**src/rtl/ccd_pkg.sv**
```systemverilog
// Package: shared types and constants of the compressed coefficient decoder.
package ccd_pkg;

  localparam logic [3:0]  LOG_COUNT_RESET = 4'd9;
  localparam logic [11:0] UNARY_STEP      = 12'd128;
  localparam logic [6:0]  LOW_MASK        = 7'd127;
  localparam logic [11:0] MAG_MAX         = 12'd2047;

  typedef enum logic [2:0] {
    ERR_NONE       = 3'd0,
    ERR_EXHAUSTED  = 3'd1,
    ERR_MAGNITUDE  = 3'd2,
    ERR_MINUS_ZERO = 3'd3,
    ERR_PADDING    = 3'd4
  } ccd_err_t;

  // Bit-level decode state carried between bytes.
  typedef struct packed {
    logic [7:0]  pending_bits;
    logic [2:0]  pending_count;
    logic        in_unary_phase;
    logic        sign_bit;
    logic [10:0] magnitude;
  } ccd_state_t;

  // What one byte produces.
  typedef struct packed {
    logic               coef_valid;
    logic signed [11:0] coef_value;
    logic [9:0]         coef_index;
    logic               frame_done;
    ccd_err_t           error_kind;
  } ccd_result_t;

endpackage

```
**src/rtl/ccd_if.sv**
```systemverilog
// Interfaces: byte stream channel and coefficient result channel.
interface ccd_in_if;
  logic       valid;
  logic       ready;
  logic [7:0] in_byte;
  logic       in_last;
  modport source (output valid, output in_byte, output in_last, input ready);
  modport sink   (input valid, input in_byte, input in_last, output ready);
endinterface

interface ccd_out_if;
  logic               valid;
  logic               ready;
  logic               coef_valid;
  logic signed [11:0] coef_value;
  logic [9:0]         coef_index;
  logic               frame_done;
  logic [2:0]         error_kind;
  logic [11:0]        bytes_used;
  modport source (output valid, output coef_valid, output coef_value, output coef_index,
                  output frame_done, output error_kind, output bytes_used, input ready);
  modport sink   (input valid, input coef_valid, input coef_value, input coef_index,
                  input frame_done, input error_kind, input bytes_used, output ready);
endinterface

```
**src/rtl/compressed_coefficient_decoder_top.sv**
```systemverilog
// Top level: compressed coefficient decoder with input and result registers.
// The block takes one compressed byte per item on stream and gives one result item per byte
// on result, one item per clock sustained while result.ready stays high. A byte accepted is
// held in the input register, decoded from there, and its result item is registered in the
// result register when that stage advances. The rate is set by the byte decoder, which walks
// the eight bits of a registered byte combinationally and updates the decode state at the
// same edge as the result register. While a result item waits, the input register holds one
// more byte and then stream.ready drops. At most one coefficient completes per byte.
// A result carries the coefficient (when coef_valid), frame_done with bytes_used at the end
// of a frame, or an error code; after either the next byte begins a new frame. log_count
// is written through cfg_we and cfg_data; the user must write it only while the block is
// idle, as the block does not enforce this. Values above MAX_LOG_COUNT are clamped. No
// clearing pass is needed after reset.
module compressed_coefficient_decoder_top #(
  parameter int MAX_LOG_COUNT = 10
) (
  input  logic            clk,
  input  logic            rst,
  input  logic            cfg_we,
  input  logic [3:0]      cfg_data,
  ccd_in_if.sink          stream,
  ccd_out_if.source       result
);
  import ccd_pkg::*;

  // Coefficient counter holds up to the frame length itself.
  localparam int CNT_W = MAX_LOG_COUNT + 1;

  logic [3:0]       log_count;

  // input register
  logic             s1_valid;
  logic [7:0]       s1_byte;
  logic             s1_last;

  // decode state
  ccd_state_t       state;
  logic [CNT_W-1:0] coef_counter;
  logic [11:0]      byte_counter;

  // result register
  logic             out_valid;
  ccd_result_t      out_res;
  logic [11:0]      out_used;

  ccd_state_t       state_next;
  logic [CNT_W-1:0] coef_counter_next;
  logic [11:0]      byte_counter_next;
  logic [11:0]      byte_inc;
  logic [11:0]      used_next;
  ccd_result_t      res_next;
  logic [3:0]       lg;
  logic [CNT_W-1:0] frame_len;
  logic             advance;

  // result stage moves when empty or being taken; input stage follows it
  assign advance      = !out_valid || result.ready;
  assign stream.ready = !s1_valid || advance;

  assign lg        = (log_count > 4'(MAX_LOG_COUNT)) ? 4'(MAX_LOG_COUNT) : log_count;
  assign frame_len = CNT_W'(1) << lg;

  ccd_byte_decode #(.CNT_W(CNT_W)) u_decode (
    .state_in  (state),
    .count_in  (coef_counter),
    .frame_len (frame_len),
    .in_byte   (s1_byte),
    .in_last   (s1_last),
    .state_out (state_next),
    .count_out (coef_counter_next),
    .res       (res_next)
  );

  // byte count includes the current byte; cleared together with the decode state
  assign byte_inc  = byte_counter + 12'd1;
  assign used_next = res_next.frame_done ? byte_inc : 12'd0;
  assign byte_counter_next =
    (res_next.frame_done || res_next.error_kind != ERR_NONE) ? 12'd0 : byte_inc;

  always_ff @(posedge clk) begin
    if (rst) begin
      log_count <= LOG_COUNT_RESET;
    end else if (cfg_we) begin
      log_count <= cfg_data;
    end
  end

  always_ff @(posedge clk) begin
    if (rst) begin
      s1_valid <= 1'b0;
    end else if (stream.ready) begin
      s1_valid <= stream.valid;
    end
  end

  always_ff @(posedge clk) begin
    if (stream.valid && stream.ready) begin
      s1_byte <= stream.in_byte;
      s1_last <= stream.in_last;
    end
  end

  always_ff @(posedge clk) begin
    if (rst) begin
      state        <= '0;
      coef_counter <= '0;
      byte_counter <= '0;
      out_valid    <= 1'b0;
    end else if (advance) begin
      out_valid <= s1_valid;
      if (s1_valid) begin
        state        <= state_next;
        coef_counter <= coef_counter_next;
        byte_counter <= byte_counter_next;
      end
    end
  end

  always_ff @(posedge clk) begin
    if (advance && s1_valid) begin
      out_res  <= res_next;
      out_used <= used_next;
    end
  end

  assign result.valid      = out_valid;
  assign result.coef_valid = out_res.coef_valid;
  assign result.coef_value = out_res.coef_value;
  assign result.coef_index = out_res.coef_index;
  assign result.frame_done = out_res.frame_done;
  assign result.error_kind = out_res.error_kind;
  assign result.bytes_used = out_used;

endmodule

```
**src/rtl/ccd_byte_decode.sv**
```systemverilog
// Byte decoder: scans the eight bits of one byte through the coefficient grammar.
module ccd_byte_decode #(
  parameter int CNT_W = 11
) (
  input  ccd_pkg::ccd_state_t  state_in,
  input  logic [CNT_W-1:0]     count_in,
  input  logic [CNT_W-1:0]     frame_len,
  input  logic [7:0]           in_byte,
  input  logic                 in_last,
  output ccd_pkg::ccd_state_t  state_out,
  output logic [CNT_W-1:0]     count_out,
  output ccd_pkg::ccd_result_t res
);
  import ccd_pkg::*;

  always_comb begin
    ccd_state_t       st;
    logic [CNT_W-1:0] cnt;
    logic [10:0]      cnt_ext;
    logic [11:0]      mag_sum;
    logic             active;
    logic             b;
    st      = state_in;
    cnt     = count_in;
    cnt_ext = '0;
    mag_sum = '0;
    active  = 1'b1;
    b       = 1'b0;
    res     = '0;
    res.error_kind = ERR_NONE;
    for (int k = 0; k < 8; k++) begin
      b = in_byte[7-k];
      if (active) begin
        if (!st.in_unary_phase) begin
          st.pending_bits = {st.pending_bits[6:0], b};
          if (st.pending_count == 3'd7) begin
            st.sign_bit       = st.pending_bits[7];
            st.magnitude      = {4'd0, st.pending_bits[6:0] & LOW_MASK};
            st.pending_count  = 3'd0;
            st.pending_bits   = 8'd0;
            st.in_unary_phase = 1'b1;
          end else begin
            st.pending_count = st.pending_count + 3'd1;
          end
        end else if (!b) begin
          mag_sum      = {1'b0, st.magnitude} + UNARY_STEP;
          st.magnitude = mag_sum[10:0];
          if (mag_sum > MAG_MAX) begin
            res.error_kind = ERR_MAGNITUDE;
            active         = 1'b0;
          end
        end else if (st.sign_bit && st.magnitude == 11'd0) begin
          res.error_kind = ERR_MINUS_ZERO;
          active         = 1'b0;
        end else begin
          cnt_ext        = 11'(cnt);
          res.coef_valid = 1'b1;
          res.coef_index = cnt_ext[9:0];
          res.coef_value = st.sign_bit ? 12'sd0 - $signed({1'b0, st.magnitude})
                                       : $signed({1'b0, st.magnitude});
          cnt               = cnt + CNT_W'(1);
          st.in_unary_phase = 1'b0;
          st.sign_bit       = 1'b0;
          st.magnitude      = 11'd0;
          if (cnt >= frame_len) begin
            active = 1'b0;
            // bits after the final terminator must be zero
            if ((in_byte & (8'hFF >> (k + 1))) != 8'd0) begin
              res.error_kind = ERR_PADDING;
            end else begin
              res.frame_done = 1'b1;
            end
          end
        end
      end
    end
    if (res.error_kind == ERR_NONE && !res.frame_done && in_last) begin
      res.error_kind = ERR_EXHAUSTED;
    end
    if (res.error_kind != ERR_NONE || res.frame_done) begin
      st  = '0;
      cnt = '0;
    end
    state_out = st;
    count_out = cnt;
  end

endmodule

```
**src/flat_wrapper.sv**
```systemverilog
// flat-port wrapper written by rule: the top's interface ports become plain ports
module compressed_coefficient_decoder_top_flat import ccd_pkg::*;
#(
  parameter int MAX_LOG_COUNT = 10
)
  (clk, rst, cfg_we, cfg_data, stream_valid, stream_in_byte, stream_in_last, stream_ready, result_valid, result_coef_valid, result_coef_value, result_coef_index, result_frame_done, result_error_kind, result_bytes_used, result_ready);
  ccd_in_if stream_i ();
  ccd_out_if result_i ();
  input  logic clk;
  input  logic rst;
  input  logic cfg_we;
  input  logic [3:0] cfg_data;
  input wire logic [$bits(stream_i.valid)-1:0] stream_valid;
  input wire logic [$bits(stream_i.in_byte)-1:0] stream_in_byte;
  input wire logic [$bits(stream_i.in_last)-1:0] stream_in_last;
  output wire logic [$bits(stream_i.ready)-1:0] stream_ready;
  output wire logic [$bits(result_i.valid)-1:0] result_valid;
  output wire logic [$bits(result_i.coef_valid)-1:0] result_coef_valid;
  output wire logic [$bits(result_i.coef_value)-1:0] result_coef_value;
  output wire logic [$bits(result_i.coef_index)-1:0] result_coef_index;
  output wire logic [$bits(result_i.frame_done)-1:0] result_frame_done;
  output wire logic [$bits(result_i.error_kind)-1:0] result_error_kind;
  output wire logic [$bits(result_i.bytes_used)-1:0] result_bytes_used;
  input wire logic [$bits(result_i.ready)-1:0] result_ready;
  assign stream_i.valid = stream_valid;
  assign stream_i.in_byte = stream_in_byte;
  assign stream_i.in_last = stream_in_last;
  assign stream_ready = stream_i.ready;
  assign result_valid = result_i.valid;
  assign result_coef_valid = result_i.coef_valid;
  assign result_coef_value = result_i.coef_value;
  assign result_coef_index = result_i.coef_index;
  assign result_frame_done = result_i.frame_done;
  assign result_error_kind = result_i.error_kind;
  assign result_bytes_used = result_i.bytes_used;
  assign result_i.ready = result_ready;
  compressed_coefficient_decoder_top #(.MAX_LOG_COUNT(MAX_LOG_COUNT)) u_core (.clk(clk), .rst(rst), .cfg_we(cfg_we), .cfg_data(cfg_data), .stream(stream_i), .result(result_i));
endmodule
```
**config.mk**
```make
export PLATFORM = sky130hd
export DESIGN_NAME = compressed_coefficient_decoder_top_flat
export DESIGN_NICKNAME = d
export VERILOG_FILES = /design/src/rtl/ccd_pkg.sv /design/src/rtl/ccd_if.sv /design/src/rtl/compressed_coefficient_decoder_top.sv /design/src/rtl/ccd_byte_decode.sv /design/src/flat_wrapper.sv
export SDC_FILE = /design/constraint.sdc
export NUM_CORES = 1
export LEC_CHECK = 0
export BUFFER_PORTS_ARGS = -buffer_cell sky130_fd_sc_hd__buf_2
export CAP_MARGIN = 20
export CORE_UTILIZATION = 29
export CTS_CLUSTER_SIZE = 12
export DETAILED_ROUTE_END_ITERATION = 12
export MAX_ROUTING_LAYER = met4
export SKIP_CTS_REPAIR_TIMING = 1
export SLEW_MARGIN = 10
export SYNTH_ARGS = -nofsm -noshare
export SYNTH_HDL_FRONTEND = slang
export SYNTH_HIERARCHICAL = 1
export SYNTH_SLANG_ARGS = --single-unit
```
**constraint.sdc**
```tcl
create_clock -name clk -period 20.7 [get_ports clk]
set_input_delay 3.105 -clock clk [delete_from_list [all_inputs] [get_ports clk]]
set_output_delay 3.105 -clock clk [all_outputs]
set_load 0.05 [all_outputs]
```
# Yosys cells after proc, flatten, opt, wreduce, memory -nomap -nowiden
# Index checks and enable logic that the tools add are counted.
# W data, S select, Z words.
dict set report classes {
  addsub 33
  n_lt_le_gt_ge 17
  n_eq_ne 8
  shifts 1
  mux 248
  reduce_logical 35
}
# operator n
set op_table {}
lappend op_table {{$mux W24} 24}
lappend op_table {{$mux W11} 48}
lappend op_table {{$mux W27} 15}
lappend op_table {{$mux W13} 24}
lappend op_table {{$mux W3} 39}
lappend op_table {{$mux W12} 9}
lappend op_table {{$add A11 B8 Y12 const B} 8}
lappend op_table {{$gt A12 B11 Y1 const B} 8}
lappend op_table {{$mux W4} 24}
lappend op_table {{$sub A1 B11 Y12 const A} 8}
lappend op_table {{$add A11 B1 Y11 const B} 8}
lappend op_table {{$ge A11 B11 Y1} 8}
lappend op_table {{$logic_not A11 Y1} 8}
lappend op_table {{$mux W8} 8}
lappend op_table {{$mux W1} 48}
lappend op_table {{$reduce_bool A8 Y1} 6}
lappend op_table {{$add A3 B1 Y3 const B} 8}
lappend op_table {{$eq A3 B3 Y1 const B} 8}
lappend op_table {{$mux W2} 9}
lappend op_table {{$add A12 B1 Y12 const B} 1}
lappend op_table {{$logic_and A1 B1 Y1} 12}
lappend op_table {{$shl A1 B4 Y11 const A} 1}
lappend op_table {{$gt A4 B4 Y1 const B} 1}
lappend op_table {{$logic_not A1 Y1} 3}
lappend op_table {{4 further kinds} 6}
dict set report totals {
  register_bits 101
  inputBits 18
  output_inout_bits 41
  elab_cells 360
}

# Longest topological paths before layout
dict set report depth {
  word_depth 71
  mapped_depth 94
  ltp_nobuf 86
}

# Cells and area by module
# Netlist, hierarchy kept.
# mod instances cells_per_inst area_per_inst_um2 seq_area_each_um2
set modules_own_cells {}
lappend modules_own_cells {ccd_byte_decode 1 2269 15302.2 0.0}
lappend modules_own_cells {compressed_coefficient_decoder_top 1 347 3744.8 2502.4}

# Worst setup path before layout
# OpenSTA, ideal clock, no wires.
dict set report synth_timing {
  path_type {register to register}
  from {register u_core/state[4] (netlist name)}
  to {register u_core.byte_counter[4]}
  setup_ns 0.070
  arrival_ns 17.517
  required_ns 20.630
  setup_slack_ns 3.113
  path_stages_with_launch 88
  n_path_buf 11
  period_less_slack_ns 17.587
  cell_sequence {dfxtp_1 -> buf_2 -> or4_1 -> buf_2 -> o31ai_1 -> buf_2 -> mux2i_1 -> inv_1 -> ha_1 -> nand3b_1 -> or3_1 -> or3_1 -> nor3_1 -> xnor2_1 -> ha_1 -> a21o_1 -> a31oi_1 -> a31o_2 -> [... 52 more ...] -> xnor2_1 -> ha_1 -> o21ai_0 -> nand2b_1 -> a21oi_1 -> nor2b_1 -> o21ai_0 -> nand2b_1 -> a21oi_1 -> and2_1 -> o41ai_1 -> nand3_1 -> a32o_1 -> or4_4 -> or3_1 -> clkbuf_2 -> or3_1 -> a21oi_1}
}
# element line
set synth_lines {}
lappend synth_lines {{start, declared} compressed_coefficient_decoder_top.sv:37} ;# ccd_state_t state;
lappend synth_lines {{start signal, assigned} compressed_coefficient_decoder_top.sv:112} ;# state <= state_next;
lappend synth_lines {{end signal, assigned} compressed_coefficient_decoder_top.sv:114} ;# byte_counter <= byte_counter_next;
lappend synth_lines {{end, declared} compressed_coefficient_decoder_top.sv:39} ;# logic [11:0] byte_counter;

==> impl_metrics.ini <==
[sta]
final.setup.tns_ps = 0
max_clock_freq_ghz = 0.05160
final.min_clock_period_ps = 19380
grt_setup_unrepaired = false
max_slew_margin_pct = 31.63
report.final.setup_viol = 0
final_max_slew_viol_count = 0
finClkSkew_ps = 19.67
final_min_period_over_clock_period_pct = 93.62
worst_slew_pin_slew_ps = 1018
final.hold.worst_slack_ps = 483.1
timing.final.hold_violations = 0

[yosys]
synth_area_um2 = 18930
syn_nets = 2760
syn_area_per_cell_um2 = 7.290
synth.yosys.warnings = 6
post_synth_inst_count = 2597

[worst_setup_path]
cp_max_fo = 21
timing.critical_path.arrival_ps = 19700
critical-path-top-delay-family = compound AO/OA/AOI/OAI gates
crit_path_top_delay_cell = a211oi_1
worstSetupPathType = flop to flop
critical_path.n_buffers_inverters = 6
crit_required_ps = 21020
critical_path.most_common_cell = ha_1
crit_path_start_kind = flop
worst_setup_path_end_kind = flop
critical-path-max-stage-delay_ps = 640

[outcome]
status = finished, final reports clean

[clock_network]
clkSinkCount = 100
cts_max_path_buffers = 2
clock_tree_from_tritoncts = yes
clkTransAtPathRegs_ps = 100
worst_skew_pair.late_latency_ps = 410
root_buffer = clkbuf_16
cts_made_buffers = 9
htree_levels = 3

[place]
placer_congestion = 1.026
port_buffers = 58
hpwl_after_detailed_placement_mm = 57.26
detailed_place.area_um2 = 19970

[layout]
area_growth_pct = 7.402
design.final.nets = 2722
insertedDiodeCount = 0
final_common_cell = nand2_1
final_area_um2 = 20330
final_layout_size_suffix_gt1_share_pct = 11.31
top_library_cells_by_usage_in_the_layout_fill_and_taps_aside = 292 x nand2_1, 236 x nor2_1, 190 x a21oi_1

[die]
number_of_ports_placed_on_the_die_boundary = 59
rows = 93
placeableCoreArea_um2 = 64460
die_area_um2 = 66310
dieHeight_um = 257.5
initial_utilization_pct = 29.37
die_span_in_x_um = 257.5

[route]
initialDrtViolationCount = 2228
detail_route.wirelength_mm = 73.08
detail_route.wl_per_cell_um = 21.37
drt.antenna.violating_nets = 0
routed-via-count = 20310
tritonroute_pass_1_iters = 6
drc_errors = 0
routed_via_density = 5.940

[run]
cap_violations = 0

[hold_path]
timing.hold.worst.class = flop to flop

[grt]
grt_pass1_wl_mm = 112.2
congestion_overflow_gr = 0
groute.usage.overall_pct = 22.08
antenna_found_initial = 0
largest_net_degree_at_the_start_of_global_routing = 56
number_of_global_route_vias_before_repair = 18630
[worst paths after layout]
path                          start                endpoint  slack (ps)  depth (start not counted)
max          u_core/coef_counter[0]  u_core/byte_counter[7]        1320                         78
min                u_core/state[14]        u_core/state[14]         480                          2
max reg2reg  u_core/coef_counter[0]  u_core/byte_counter[7]        1320                         78
min reg2reg        u_core/state[14]        u_core/state[14]         480                          2
[state kept, by name, indices dropped and copies added (netlist names)]
name	cells
u_core/result.bytes_used	12
u_core/result.coef_index	10
u_core/state	23
u_core/result.coef_valid	1
u_core/result.coef_value	12
u_core/coef_counter	11
u_core/s1_last	1
u_core/s1_byte	8
u_core/result.valid	1
u_core/result.frame_done	1
u_core/s1_valid	1
u_core/byte_counter	12
u_core/log_count	4
u_core/result.error_kind	3
[layer usage]
metal  GRT usage (%)  wire (µm)  vias up
li1                -          -     9584
met1           28.44      31360     9590
met2           34.48      33100      970
met3           3.044       5505      165
met4           9.122       3107        0
met5               -          0        -
[area by class of cell]
cell class / count / area (µm²)
timing repair buffer: 108 / 670.6
clock inverter: 7 / 70.07
fill: 7055 / 44130
multi-input combinational: 2253 / 15490
inverter: 87 / 326.6
tap: 855 / 1070
clock buffer: 9 / 225.2
sequential: 100 / 2482
[per-stage QoR]
| stage | utilization, % | setup slack (ps) | cells |
|---|---|---|---|
| 2_1_floorplan | - | 3113 | 2597 |
| 6_report | 31.54 | 1320 | 3419 |
| 5_1_grt | 31.54 | 86.83 | 3419 |
| 4_1_cts | 31.44 | 745.2 | 3416 |
| 3_5_place_dp | 30.98 | 857.2 | 3400 |
| 3_3_place_gp | 30.98 | 984.0 | 3400 |
[worst min-delay path, stage by stage (launching register included)]
cell and delay, ps:
dfxtp_1 330, nand2_1 60, a21oi_1 50
Power is not shown: default switching activity piles up to over one toggle a cycle in this logic, so the estimate is an artifact.
